File: src/hdl/ucps_pkg.sv
// ----------------------------------------------------------------------------
// ucps_pkg: shared types and codes for the control pipe sequencer
// Event, action, status and failure reason codes plus the word layouts.
// ----------------------------------------------------------------------------
`default_nettype none

package ucps_pkg;

	// Event codes
	localparam logic [3:0] OP_SETUP     = 4'd0;
	localparam logic [3:0] OP_IN_DONE   = 4'd1;
	localparam logic [3:0] OP_IN_FAIL   = 4'd2;
	localparam logic [3:0] OP_OUT_DONE  = 4'd3;
	localparam logic [3:0] OP_OUT_FAIL  = 4'd4;
	localparam logic [3:0] OP_UNCONFIG  = 4'd5;
	localparam logic [3:0] OP_READ      = 4'd6;
	localparam logic [3:0] OP_ACK_OUT   = 4'd7;
	localparam logic [3:0] OP_FAIL_OUT  = 4'd8;
	localparam logic [3:0] OP_WRITE     = 4'd9;
	localparam logic [3:0] OP_FAIL_IN   = 4'd10;

	// Action codes
	localparam logic [3:0] ACT_NONE         = 4'd0;
	localparam logic [3:0] ACT_BEGIN_OUT    = 4'd1;
	localparam logic [3:0] ACT_BEGIN_IN     = 4'd2;
	localparam logic [3:0] ACT_PARTIAL_DONE = 4'd3;
	localparam logic [3:0] ACT_AWAIT_STATUS = 4'd4;
	localparam logic [3:0] ACT_OUT_DONE     = 4'd5;
	localparam logic [3:0] ACT_OUT_DATA     = 4'd6;
	localparam logic [3:0] ACT_IN_ACKED     = 4'd7;
	localparam logic [3:0] ACT_START_READ   = 4'd8;
	localparam logic [3:0] ACT_SEND_STATUS  = 4'd9;
	localparam logic [3:0] ACT_START_WRITE  = 4'd10;
	localparam logic [3:0] ACT_RETRANSMIT   = 4'd11;

	// Pipe status codes
	localparam logic [2:0] ST_IDLE       = 3'd0;
	localparam logic [2:0] ST_OUT_DATA   = 3'd1;
	localparam logic [2:0] ST_OUT_ACK    = 3'd2;
	localparam logic [2:0] ST_IN_SETUP   = 3'd3;
	localparam logic [2:0] ST_IN_PARTIAL = 3'd4;
	localparam logic [2:0] ST_IN_FINAL   = 3'd5;
	localparam logic [2:0] ST_IN_STATUS  = 3'd6;

	// Failure reasons
	localparam logic [2:0] RSN_PROTOCOL = 3'd1;
	localparam logic [2:0] RSN_SOFTWARE = 3'd2;

	typedef struct packed {
		logic [3:0]  op;
		logic        setup_dir_in;
		logic        setup_handled;
		logic        setup_retransmit;
		logic [2:0]  fail_cause;
		logic [15:0] byte_count;
		logic        write_is_final;
	} ucps_in_t;

	typedef struct packed {
		logic [3:0]  action;
		logic        stall_res;
		logic [3:0]  stall_endpoint;
		logic        fail_notify;
		logic        fail_target_in;
		logic [2:0]  fail_reason;
		logic [15:0] length_out;
		logic [2:0]  status_now;
	} ucps_out_t;

endpackage

`default_nettype wire

File: src/hdl/usb_control_pipe_sequencer_unit.sv
// ----------------------------------------------------------------------------
// usb_control_pipe_sequencer_unit: USB control endpoint stage sequencer
// Steps a message pipe through SETUP, data and status on bus and firmware
// events and reports one result word per event.
// ----------------------------------------------------------------------------
// Usage:
//   Event words enter on in_valid / in_stall / in_data; one result word per
//   event leaves on out_valid / out_stall / out_data. A word moves at a
//   rising edge with valid high and stall low.
//   Flow: an accepted event is held in the input register, decoded
//   against the pipe status and lands in the result register, which
//   drives out_valid.
//   Throughput: one event per cycle unless out_stall holds a result. The
//   pipe status updates in the same edge that writes the result register,
//   so back-to-back events see the status left by their predecessor.
//   Stall: when out_stall holds a pending result, the input register holds
//   its event and in_stall rises once it is full; nothing is dropped.
//   Reset: arst_n clears both stages, sets the pipe status to idle and the
//   endpoint number to 0.
//   Configuration: cfg_wr_en / cfg_wr_data load the endpoint number that is
//   reported with every stall request; write it only while the block is idle.
// ----------------------------------------------------------------------------
`default_nettype none

module usb_control_pipe_sequencer_unit
	import ucps_pkg::*;
(
	input  wire        clk,
	input  wire        arst_n,

	input  wire        in_valid,
	output logic       in_stall,
	input  ucps_in_t   in_data,

	output logic       out_valid,
	input  wire        out_stall,
	output ucps_out_t  out_data,

	input  wire        cfg_wr_en,
	input  wire  [3:0] cfg_wr_data
);

	logic       valid_s1;
	ucps_in_t   ev_s1;
	logic       out_valid_q;
	ucps_out_t  out_q;
	logic [2:0] status_q;
	logic [3:0] endpoint_q;

	logic       advance;
	logic       accept;

	// Decode results
	logic [2:0] nxt_status;
	logic [3:0] act;
	logic       stall_req;
	logic       drop;
	logic [2:0] drop_rsn;
	logic       notify;
	logic       tgt_in;
	logic [2:0] rsn;
	logic [15:0] len;
	ucps_out_t  res;

	// The result register frees when empty or being taken this cycle
	assign advance  = !out_valid_q || !out_stall;
	assign in_stall = valid_s1 && !advance;
	assign accept   = in_valid && !in_stall;

	assign out_valid = out_valid_q;
	assign out_data  = out_q;

	// Configuration register
	always_ff @(posedge clk or negedge arst_n) begin
		if (!arst_n) begin
			endpoint_q <= '0;
		end else if (cfg_wr_en) begin
			endpoint_q <= cfg_wr_data;
		end
	end

	// Input register: load on accept, hold while the result side is blocked
	always_ff @(posedge clk or negedge arst_n) begin
		if (!arst_n) begin
			valid_s1 <= 1'b0;
		end else begin
			valid_s1 <= accept || (valid_s1 && !advance);
		end
	end

	always_ff @(posedge clk) begin
		if (accept) begin
			ev_s1 <= in_data;
		end
	end

	// Event decode against the current pipe status
	always_comb begin
		nxt_status = status_q;
		act        = ACT_NONE;
		stall_req  = 1'b0;
		drop       = 1'b0;
		drop_rsn   = RSN_SOFTWARE;
		len        = '0;

		case (ev_s1.op)
			OP_SETUP: begin
				if (status_q != ST_IDLE) begin
					if (ev_s1.setup_retransmit) begin
						act = ACT_RETRANSMIT;
					end else begin
						drop      = 1'b1;
						drop_rsn  = RSN_PROTOCOL;
						stall_req = 1'b1;
					end
				end else if (!ev_s1.setup_handled) begin
					stall_req = 1'b1;
				end else if (ev_s1.setup_dir_in) begin
					nxt_status = ST_IN_SETUP;
					act        = ACT_BEGIN_IN;
				end else begin
					nxt_status = ST_OUT_DATA;
					act        = ACT_BEGIN_OUT;
				end
			end
			OP_IN_DONE: begin
				if (status_q == ST_IN_PARTIAL) begin
					act = ACT_PARTIAL_DONE;
				end else if (status_q == ST_IN_FINAL) begin
					nxt_status = ST_IN_STATUS;
					act        = ACT_AWAIT_STATUS;
				end else if (status_q == ST_OUT_ACK) begin
					nxt_status = ST_IDLE;
					act        = ACT_OUT_DONE;
				end else begin
					drop      = 1'b1;
					stall_req = 1'b1;
				end
			end
			OP_IN_FAIL, OP_OUT_FAIL: begin
				drop      = 1'b1;
				drop_rsn  = ev_s1.fail_cause;
				stall_req = 1'b1;
			end
			OP_OUT_DONE: begin
				if (status_q == ST_OUT_DATA) begin
					act = ACT_OUT_DATA;
					len = ev_s1.byte_count;
				end else if (status_q == ST_IN_STATUS) begin
					nxt_status = ST_IDLE;
					act        = ACT_IN_ACKED;
				end else begin
					drop      = 1'b1;
					stall_req = 1'b1;
				end
			end
			OP_UNCONFIG: begin
				// Drop quietly, no stall
				drop     = 1'b1;
				drop_rsn = ev_s1.fail_cause;
			end
			OP_READ: begin
				if (status_q == ST_OUT_DATA) begin
					act = ACT_START_READ;
					len = ev_s1.byte_count;
				end else begin
					drop      = 1'b1;
					stall_req = 1'b1;
				end
			end
			OP_ACK_OUT: begin
				if (status_q == ST_OUT_DATA) begin
					nxt_status = ST_OUT_ACK;
					act        = ACT_SEND_STATUS;
				end else begin
					drop      = 1'b1;
					stall_req = 1'b1;
				end
			end
			OP_FAIL_OUT: begin
				stall_req = 1'b1;
				if (status_q == ST_OUT_DATA) begin
					nxt_status = ST_IDLE;
				end else begin
					drop = 1'b1;
				end
			end
			OP_WRITE: begin
				if (status_q inside {ST_IN_SETUP, ST_IN_PARTIAL}) begin
					nxt_status = ev_s1.write_is_final ? ST_IN_FINAL : ST_IN_PARTIAL;
					act        = ACT_START_WRITE;
					len        = ev_s1.byte_count;
				end else begin
					drop      = 1'b1;
					stall_req = 1'b1;
				end
			end
			OP_FAIL_IN: begin
				stall_req = 1'b1;
				if (status_q inside {ST_IN_SETUP, ST_IN_PARTIAL}) begin
					nxt_status = ST_IDLE;
				end else begin
					drop = 1'b1;
				end
			end
			default: begin
				// Unknown event: ignore
			end
		endcase

		// Notify the active transfer before going idle
		notify = 1'b0;
		tgt_in = 1'b0;
		rsn    = '0;
		if (drop) begin
			if (status_q != ST_IDLE) begin
				notify = 1'b1;
				tgt_in = (status_q >= ST_IN_SETUP);
				rsn    = drop_rsn;
			end
			nxt_status = ST_IDLE;
		end

		res.action         = act;
		res.stall_res      = stall_req;
		res.stall_endpoint = stall_req ? endpoint_q : 4'd0;
		res.fail_notify    = notify;
		res.fail_target_in = tgt_in;
		res.fail_reason    = rsn;
		res.length_out     = len;
		res.status_now     = nxt_status;
	end

	// Result register and pipe status advance together
	always_ff @(posedge clk or negedge arst_n) begin
		if (!arst_n) begin
			out_valid_q <= 1'b0;
			status_q    <= ST_IDLE;
		end else if (advance) begin
			out_valid_q <= valid_s1;
			if (valid_s1) begin
				status_q <= nxt_status;
			end
		end
	end

	always_ff @(posedge clk) begin
		if (advance && valid_s1) begin
			out_q <= res;
		end
	end

endmodule

`default_nettype wire
File: config.mk
export PLATFORM = sky130hd
export DESIGN_NAME = usb_control_pipe_sequencer_unit
export DESIGN_NICKNAME = d
export VERILOG_FILES = /design/src/hdl/ucps_pkg.sv /design/src/hdl/usb_control_pipe_sequencer_unit.sv
export SDC_FILE = /design/constraint.sdc
export NUM_CORES = 1
export LEC_CHECK = 0
export BUFFER_PORTS_ARGS = -buffer_cell sky130_fd_sc_hd__buf_2
export CAP_MARGIN = 10
export CORE_ASPECT_RATIO = 0.9
export CORE_MARGIN = 2
export CORE_UTILIZATION = 49
export CTS_CLUSTER_DIAMETER = 80
export DETAILED_ROUTE_END_ITERATION = 7
export GPL_TIMING_DRIVEN = 0
export HOLD_SLACK_MARGIN = 0.12
export PLACE_DENSITY = 0.88
export SLEW_MARGIN = 30
export SYNTH_ARGS = -nofsm -noshare
export SYNTH_HDL_FRONTEND = slang
export SYNTH_SLANG_ARGS = --single-unit
File: constraint.sdc
create_clock -name clk -period 2.2 [get_ports clk]
set_clock_uncertainty 0.1 [all_clocks]
set_input_delay 0 -clock clk [delete_from_list [all_inputs] [get_ports clk]]
set_output_delay 0 -clock clk [all_outputs]
set_load 0.02 [all_outputs]
==> impl_metrics.csv, run 1 <==
group,metric,value,unit
drt,ant_nets,0,
timing,max_freq,460,MHz
worst_setup_path,required,2.25,ns
outcome,status,"completed",
drt,first_pass_iters,4,
timing,rsz0062_at_grt,"true",
yosys,yosysUniqueCellTypes,63,
timing,period_needed,2.17,ns
power_and_ir_drop,ir_drop,0.343,mV
placement,globalplace.congestion,0.949,
die,initial_core_util,50.1,%
global_route,grt.total_usage,21.3,%
timing,hold_ws,0.267,ns
yosys,synth_cells,254,
yosys,avgSynthCellArea,12.8,µm²
global_route,gr-total-overflow,0,
cts,clockBufferDepth,2,
yosys,synthesis.nets,290,
yosys,ys_warn_count,0,
global_route,first_global_vias,2445,
timing,slew_violations,0,
layout,area_growth,38.5,%
timing,hold_viol,0,
drt,wl_per_cell,16.4,µm
placement,place.detailed.hpwl,4910,µm
yosys,synth-edff-count,60,
yosys,yosys-top-cells-area,"edfxtp_1 55%, dfrtp_1 6.9%, nor2b_1 5.0%",
worst_setup_path,crit_type,"register to register",
power_and_ir_drop,leakagePower,0.00174,µW
die,ios,71,
worst_setup_path,slowest_delay,0.56,ns
die,fp.dieH,81.2,µm
layout,final_area,0.00450,mm²
timing,slew_headroom,50.9,%
placement,postPlaceCellArea,0.00371,mm²
timing,tightest_slew,0.735,ns
min_path,hp-class,"primary input to register",
timing,fin_crit_sh,98.8,%
worst_setup_path,crit_path_end_kind,"register",
die,dieArea,0.00729,mm²
yosys,yosysMostFrequentCell,"edfxtp_1",
drt,vias_per_cell,5.37,
worst_setup_path,critPathArrivalTime,2.22,ns
layout,nets,421,
cts,h-tree-depth,3,
yosys,synthTopCellsByCount,"60 x edfxtp_1, 26 x nor2b_1, 14 x nand2_1",
yosys,seq_area_frac_synth,62.4,%
timing,finalSetupViolations,0,
timing,tns,0,ns
yosys,async_reset_ff_share,13.0,%
cts,cts_tree,"built",
cts,clk_pin_slew,0.08,ns
cts,cts_buffers,9,
worst_setup_path,cpLargestDelayFamily,"simple AND/OR/NAND/NOR gates",
die,rows,28,
power_and_ir_drop,powerDensity,644,mW/mm²
yosys,yosysTopAreaCell,"edfxtp_1",
worst_setup_path,cp_max_fo,9,
drt,drc,0,
cts,cts-root-buf,"clkbuf_8",
flow_run,maxCapViolCount,0,
yosys,syn_area,0.00325,mm²
global_route,antenna_found_initial,0,
cts,insertion_delay,0.34,ns
worst_setup_path,cp-start-kind,"register",
yosys,synth_top_area_share,55.5,%
layout,post-route-util,69.4,%
global_route,grt_pass1_wl,12000,µm
yosys,ys_ff_latch,69,
layout,fillers,435,
drt,vias,2570,
yosys,synth_flop_cell,"edfxtp_1",
die,die_w,89.8,µm
cts,cts_sinks,69,
global_route,grt_start_max_net_pins,36,
layout,drive_above_1_share,37.8,%
die,core_area,0.00648,mm²
layout,diodes,0,
worst_setup_path,crit_chain,"buf_6, or4b_4, a221oi_4, o21ai_2, and3_4, a2111oi_4",
worst_setup_path,critPathBufInv,1,
drt,drt_first_iter_violations,203,
placement,port_buffers,70,
worst_setup_path,crit_slowest_cell,"or4b_4",
drt,finalWirelength,7840,µm
metrics by stage:
stage,total power [µW],setup slack [ns],std cells
final,2890,0.0270,479
after global routing,2990,-0.0766,479
after CTS,2870,0.000268,472
after detailed placement,1950,-0.281,414
after global placement,1940,-0.269,414
after floorplan,1810,0.152,254
worst register-to-register path: cells and delay by family (launching register included):
family,cells,cell delay (ns)
compound gates,3,0.55
buf+inv,1,0.16
flops,1,0.40
simple gates,2,0.77
flip-flops by register name (all words and copies together), names as in the netlist:
signal and count:
out_data 33, ev_s1 27, endpoint_q 4, status_q 3
out_valid 1, valid_s1 1
power by group:
group	switching, µW	total, µW	internal (µW)	leakage [µW]
Clock	464	864	400	0.0000752
Sequential	33.3	1560	1530	0.000697
Combinational	267	469	202	0.000966
Total	765	2890	2130	0.00174
logic make-up after synthesis:
logic type | count (synthesis) | synth area share, %
compound gates | 54 | 12.6
xor+xnor | 2 | 0.540
buf+inv | 26 | 3.97
flops | 69 | 62.4
mux | 6 | 2.04
simple gates | 97 | 18.4
path summary, 6_finish.rpt:
path,end,start,slack [ns],cells past startpoint
min reg2reg,out_valid$_DFFE_PN0N_,valid_s1$_DFF_PN0_,0.41,1
max in group asynchronous,status_q[1]$_DFFE_PN0P_,arst_n,1.09,3
max reg2reg,out_data[20]$_SDFFCE_PN0P_,ev_s1[25]$_DFFE_PP_,0.03,6
max,out_data[20]$_SDFFCE_PN0P_,ev_s1[25]$_DFFE_PP_,0.03,6
min,ev_s1[20]$_DFFE_PP_,in_data[20],0.27,2
min in group asynchronous,endpoint_q[0]$_DFFE_PN0P_,arst_n,0.60,3
cells in the final DEF, fill, tap and decap left out, drive strengths merged, types with 3 or more instances in the layout:
cell	Yosys	routed
and3	3	3
nor2b	26	26
o22ai	5	5
mux2	5	5
buf	12	89
nand3	6	6
a31oi	3	3
nor3b	3	3
nor3	5	5
clkbuf	5	17
nand2	14	14
or2	3	3
a21oi	8	8
clkinvlp	0	3
o211ai	5	5
inv	9	10
a311oi	3	3
dlygate4sd3	0	40
o31ai	3	3
nand2b	7	7
dfrtp	9	9
o21ai	9	9
edfxtp	60	60
nor2	12	12
a211oi	3	3
layer usage:
metal	track usage, %	vias up	share of wire [%]
met3	5.10	16	8.1
met1	26.2	1214	39
met2	37.0	120	51
li1	-	1220	-
met5	0	-	0
met4	8.77	0	2.0
final cells by class:
cell class | instances | area [µm²] | share of cell area (%)
clock buffer | 9 | 124 | 2.76
clock inverter | 6 | 40.0 | 0.891
tap | 90 | 113 | 2.50
timing repair buffer | 120 | 823 | 18.3
multi-input combinational | 159 | 1220 | 27.1
buffer | 17 | 118 | 2.62
inverter | 9 | 33.8 | 0.751
sequential | 69 | 2030 | 45.1
what timing repair did:
item	CTS	global route
gates resized for setup	12	26
endpoints found under the setup margin	27	25
setup buffers	3	6
hold buffers	40	0
gates cloned	0	1
pin swaps	3	3
endpoints found under the hold margin	44	0
Note: power is estimated with default switching activity, not from simulation.
==> inputs of run 2 (changes only) <==
CTS_BUF_LIST = sky130_fd_sc_hd__clkbuf_16   (was unset)
GPL_TIMING_DRIVEN = unset   (was 0)
SLEW_MARGIN = 20   (was 30)
==> impl_metrics.csv, run 2 (same netlist as run 1, synthesis figures left out) <==
group,metric,value,unit
placement,postPlaceCellArea,0.00392,mm²
worst_setup_path,cp_max_fo,21,
layout,largest_register_ff_count,33,
drt,first_pass_iters,5,
drt,vias,2716,
cts,cts_tree,"built",
drt,vias_per_cell,5.53,
layout,area_growth,47.1,%
layout,diodes,0,
min_path,hold_path_end,"ev_s1[18]$_DFFE_PP_",
layout,nets,433,
power_and_ir_drop,power_frac_seq,42.2,%
placement,dpl.cell_count,432,
placement,place.detailed.hpwl,5040,µm
global_route,antenna_found_initial,0,
power_and_ir_drop,powerDensity,777,mW/mm²
timing,tns,0,ns
worst_setup_path,required,2.18,ns
cts,cts_buffers,9,
timing,slew_violations,0,
power_and_ir_drop,power.total,3710,µW
worst_setup_path,cp-start-kind,"register",
worst_setup_path,timing.rr.end,"out_data[16]$_DFFE_PP_",
layout,layout_commonest_cell,"buf_2",
die,rows,28,
layout,final_area,0.00478,mm²
die,ios,71,
drt,drc,0,
timing,hold_viol,0,
die,dieArea,0.00729,mm²
timing,slew_headroom,72.1,%
power_and_ir_drop,leakagePower,0.00190,µW
worst_setup_path,r2r_setup_slack,0.06,ns
cts,h-tree-depth,3,
power_and_ir_drop,ir_drop,0.500,mV
timing,period_needed,2.14,ns
global_route,first_global_vias,2631,
timing,max_freq,468,MHz
die,initial_core_util,50.1,%
placement,port_buffers,70,
worst_setup_path,crit_path_end_kind,"register",
power_and_ir_drop,switching_power,855,µW
worst_setup_path,r2r-start,"status_q[0]$_DFFE_PN0P_",
global_route,grt_start_max_net_pins,36,
power_and_ir_drop,p_int,2850,µW
worst_setup_path,r2r_cells,7,
global_route,grt.total_usage,23.8,%
timing,tightest_slew,0.417,ns
cts,cts_sinks,69,
drt,finalWirelength,8480,µm
timing,fin_crit_sh,97.1,%
layout,drive_above_1_share,38.7,%
min_path,hold_path_startpoint,"in_data[18]",
outcome,status,"completed",
global_route,grt_pass1_wl,13100,µm
flow_run,maxCapViolCount,0,
cts,insertion_delay,0.33,ns
cts,cts-root-buf,"clkbuf_16",
power_and_ir_drop,clkPwrFrac,44.5,%
die,core_area,0.00648,mm²
drt,drt_first_iter_violations,338,
timing,hold_ws,0.277,ns
layout,final_cells,491,
power_and_ir_drop,switching_share,23.1,%
layout,layout_common_cells,"70 x buf_2, 60 x edfxtp_1, 40 x dlygate4sd3_1",
cts,clk_pin_slew,0.06,ns
die,fp.dieH,81.2,µm
min_path,hp-class,"primary input to register",
power_and_ir_drop,p_comb_share,13.3,%
global_route,gr-total-overflow,0,
drt,ant_nets,0,
placement,globalplace.congestion,0.999,
worst_setup_path,critPathArrivalTime,2.12,ns
drt,wl_per_cell,17.3,µm
worst_setup_path,crit_type,"register to register",
timing,finalSetupViolations,0,
min_path,hold_depth,2,
die,die_w,89.8,µm
cts,clockBufferDepth,2,
run 2: worst max-delay path by stage:
stage / start / endpoint / cells after the start
after global routing: ev_s1[24]$_DFFE_PP_ / out_data[20]$_SDFFCE_PN0P_ / 7
final: status_q[0]$_DFFE_PN0P_ / out_data[16]$_DFFE_PP_ / 7
after floorplan: ev_s1[26]$_DFFE_PP_ / out_data[20]$_SDFFCE_PN0P_ / 6
after global placement: status_q[1]$_DFFE_PN0P_ / status_q[0]$_DFFE_PN0P_ / 7
after CTS: status_q[0]$_DFFE_PN0P_ / out_data[27]$_SDFFCE_PN0P_ / 7
after detailed placement: status_q[0]$_DFFE_PN0P_ / out_data[27]$_SDFFCE_PN0P_ / 7
run 2: stage by stage:
stage / worst slack (ns) / util [%]
5_1_grt: -0.0888 / 73.7
2_1_floorplan: 0.152 / -
3_5_place_dp: -0.00970 / 60.4
4_1_cts: 0.0201 / 71.8
3_3_place_gp: 0.126 / 60.4
6_report: 0.0632 / 73.7
run 2: what timing repair did:
action	in CTS	in global routing
pin swaps	0	2
gates resized for setup	1	17
buffers inserted	0	4
endpoints found under the setup margin	2	16
endpoints found under the hold margin	44	0
hold buffers	40	0
run 2: layout make-up:
class                      instances  area [µm²]
sequential                        69        2030
fill                             412        1700
multi-input combinational        159        1180
timing repair buffer             149        1080
clock buffer                       9         225
clock inverter                     6         113
tap                               90         113
inverter                           9        33.8
run 2: power by group through the flow:
stage	Sequential (µW)	Clock [µW]	Combinational [µW]
after floorplan	1640	0	172
after global placement	1590	0	388
after detailed placement	1590	0	395
after CTS	1560	1650	459
after global routing	1570	1710	528
final	1560	1650	495
run 2: per-layer routing:
metal,global-route usage (%),routed length (µm),up-vias
met5,0,0,-
met4,8.31,134,0
met3,7.14,725,24
met2,40.7,4190,171
met1,29.3,3420,1272
li1,-,-,1249
run 2: critical path, stage by stage (launching register included):
cell	delay, ns
dfrtp_1	0.41
buf_12	0.17
and3b_1	0.21
or2_1	0.28
a22o_1	0.24
a31oi_2	0.23
buf_12	0.17
nor2b_1	0.06
==> inputs of run 3 (changes only) <==
GPL_ROUTABILITY_DRIVEN = 0   (was unset)
REMOVE_ABC_BUFFERS = 1   (was unset)
==> impl_metrics.csv, run 3 (same netlist as run 1, synthesis figures left out) <==
group,metric,value,unit
outcome,violations,"negative setup slack",
timing,slew_violations,0,
flow_run,maxCapViolCount,0,
layout,drive_above_1_share,36.3,%
placement,postPlaceCellArea,0.00383,mm²
worst_setup_path,cp-start-kind,"register",
global_route,grt_start_max_net_pins,23,
power_and_ir_drop,p_int,2720,µW
timing,hold_viol,0,
layout,layout_commonest_cell,"buf_2",
layout,post-route-util,71.3,%
drt,drt_first_iter_violations,456,
drt,ant_nets,0,
timing,max_freq,451,MHz
cts,insertion_delay,0.33,ns
cts,cts_tree,"built",
timing,fin_ws,-0.0176,ns
power_and_ir_drop,power_frac_seq,43.9,%
cts,cts-root-buf,"clkbuf_16",
timing,period_needed,2.22,ns
power_and_ir_drop,switching_share,24.0,%
layout,final_area,0.00462,mm²
layout,diodes,0,
placement,dpl.cell_count,422,
power_and_ir_drop,powerDensity,774,mW/mm²
power_and_ir_drop,clkPwrFrac,42.6,%
drt,wl_per_cell,20.0,µm
power_and_ir_drop,p_comb_share,13.5,%
power_and_ir_drop,ir_drop,0.817,mV
timing,tightest_slew,0.479,ns
cts,post_cts_buffers,0,
layout,area_growth,42.4,%
drt,first_pass_iters,7,
global_route,grt.total_usage,26.7,%
min_path,hp-class,"primary input to register",
power_and_ir_drop,power.total,3580,µW
global_route,gr-total-overflow,0,
cts,h-tree-depth,3,
power_and_ir_drop,switching_power,859,µW
worst_setup_path,crit_path_end_kind,"register",
drt,vias_per_cell,6.06,
drt,finalWirelength,9560,µm
cts,clk_pin_slew,0.06,ns
drt,drc,0,
layout,nets,419,
layout,layout_common_cells,"70 x buf_2, 60 x edfxtp_1, 40 x dlygate4sd3_1",
worst_setup_path,required,2.24,ns
worst_setup_path,cp_max_fo,10,
timing,tns,-0.0303,ns
die,ios,71,
cts,cts_buffers,9,
layout,largest_register_ff_count,33,
outcome,status,"complete, but fails checks",
power_and_ir_drop,leakagePower,0.00181,µW
timing,rsz0062_at_grt,"true",
cts,cts_sinks,69,
cts,clockBufferDepth,2,
placement,place.detailed.hpwl,5130,µm
worst_setup_path,crit_type,"register to register",
die,initial_core_util,50.1,%
timing,slew_headroom,67.6,%
die,dieArea,0.00729,mm²
global_route,first_global_vias,2890,
worst_setup_path,critPathArrivalTime,2.26,ns
timing,fin_crit_sh,101,%
placement,port_buffers,70,
global_route,grt_pass1_wl,14600,µm
die,die_w,89.8,µm
die,fp.dieH,81.2,µm
die,rows,28,
die,core_area,0.00648,mm²
timing,finalSetupViolations,2,
layout,final_cells,478,
drt,vias,2895,
global_route,antenna_found_initial,0,
-- run 3: layout make-up --
| cell class | count | area [µm²] |
|---|---|---|
| clock buffers | 9 | 225 |
| clock inverters | 7 | 91.3 |
| fillers | 385 | 1860 |
| inverters | 9 | 33.8 |
| multi-input cells | 159 | 1160 |
| flip-flops and latches | 69 | 2030 |
| well taps | 90 | 113 |
| repair buffers | 135 | 967 |
-- run 3: worst max-delay path, cell delays in order (launching register included) --
cell	delay, ns
dfrtp_2	0.50
buf_4	0.22
xor2_1	0.17
o21a_1	0.20
o21ai_1	0.25
nand3_2	0.26
nor3_1	0.32
-- run 3: layer usage --
layer	global-route usage (%)	part of all wire, %	routed length (µm)	vias to the layer above
li1	-	-	-	1220
met1	28.2	34	3260	1307
met2	48.0	48	4620	275
met3	7.70	10	978	93
met4	16.9	7.3	702	0
met5	0	0	0	-
-- run 3: final timing paths --
kind	slack, ns	cells past startpoint	endpoint	from
worst max-delay path	-0.02	6	out_data[2]$_DFFE_PP_	status_q[2]$_DFFE_PN0P_
max in group asynchronous	1.07	3	status_q[1]$_DFFE_PN0P_	arst_n
min in group asynchronous	0.58	3	endpoint_q[2]$_DFFE_PN0P_	arst_n
worst min register to register	0.43	1	out_data[3]$_DFFE_PP_	ev_s1[1]$_DFFE_PP_
worst min-delay path	0.28	2	ev_s1[20]$_DFFE_PP_	in_data[20]
worst max register to register	-0.02	6	out_data[2]$_DFFE_PP_	status_q[2]$_DFFE_PN0P_
-- run 3: power groups by stage --
stage                     sequential (µW)  combinational (µW)  clock, µW
after global routing                 1580                 506       1590
final                                1570                 483       1520
after CTS                            1570                 449       1520
after global placement               1580                 370          0
after floorplan                      1660                 142          0
after detailed placement             1590                 381          0
-- run 3: stage by stage --
step           setup slack [ns]  hold WS (ns)
2_1_floorplan            -0.133        -0.396
3_3_place_gp             0.0260        -0.240
3_5_place_dp            -0.0162        -0.239
4_1_cts                  0.0315         0.269
5_1_grt                 -0.0618         0.274
6_report                -0.0176         0.281
-- run 3: timing repair --
action,4_1_cts,5_1_grt
endpoints found under the setup margin,6,31
endpoints found under the hold margin,49,0
hold buffers,40,0
resized for setup,4,15
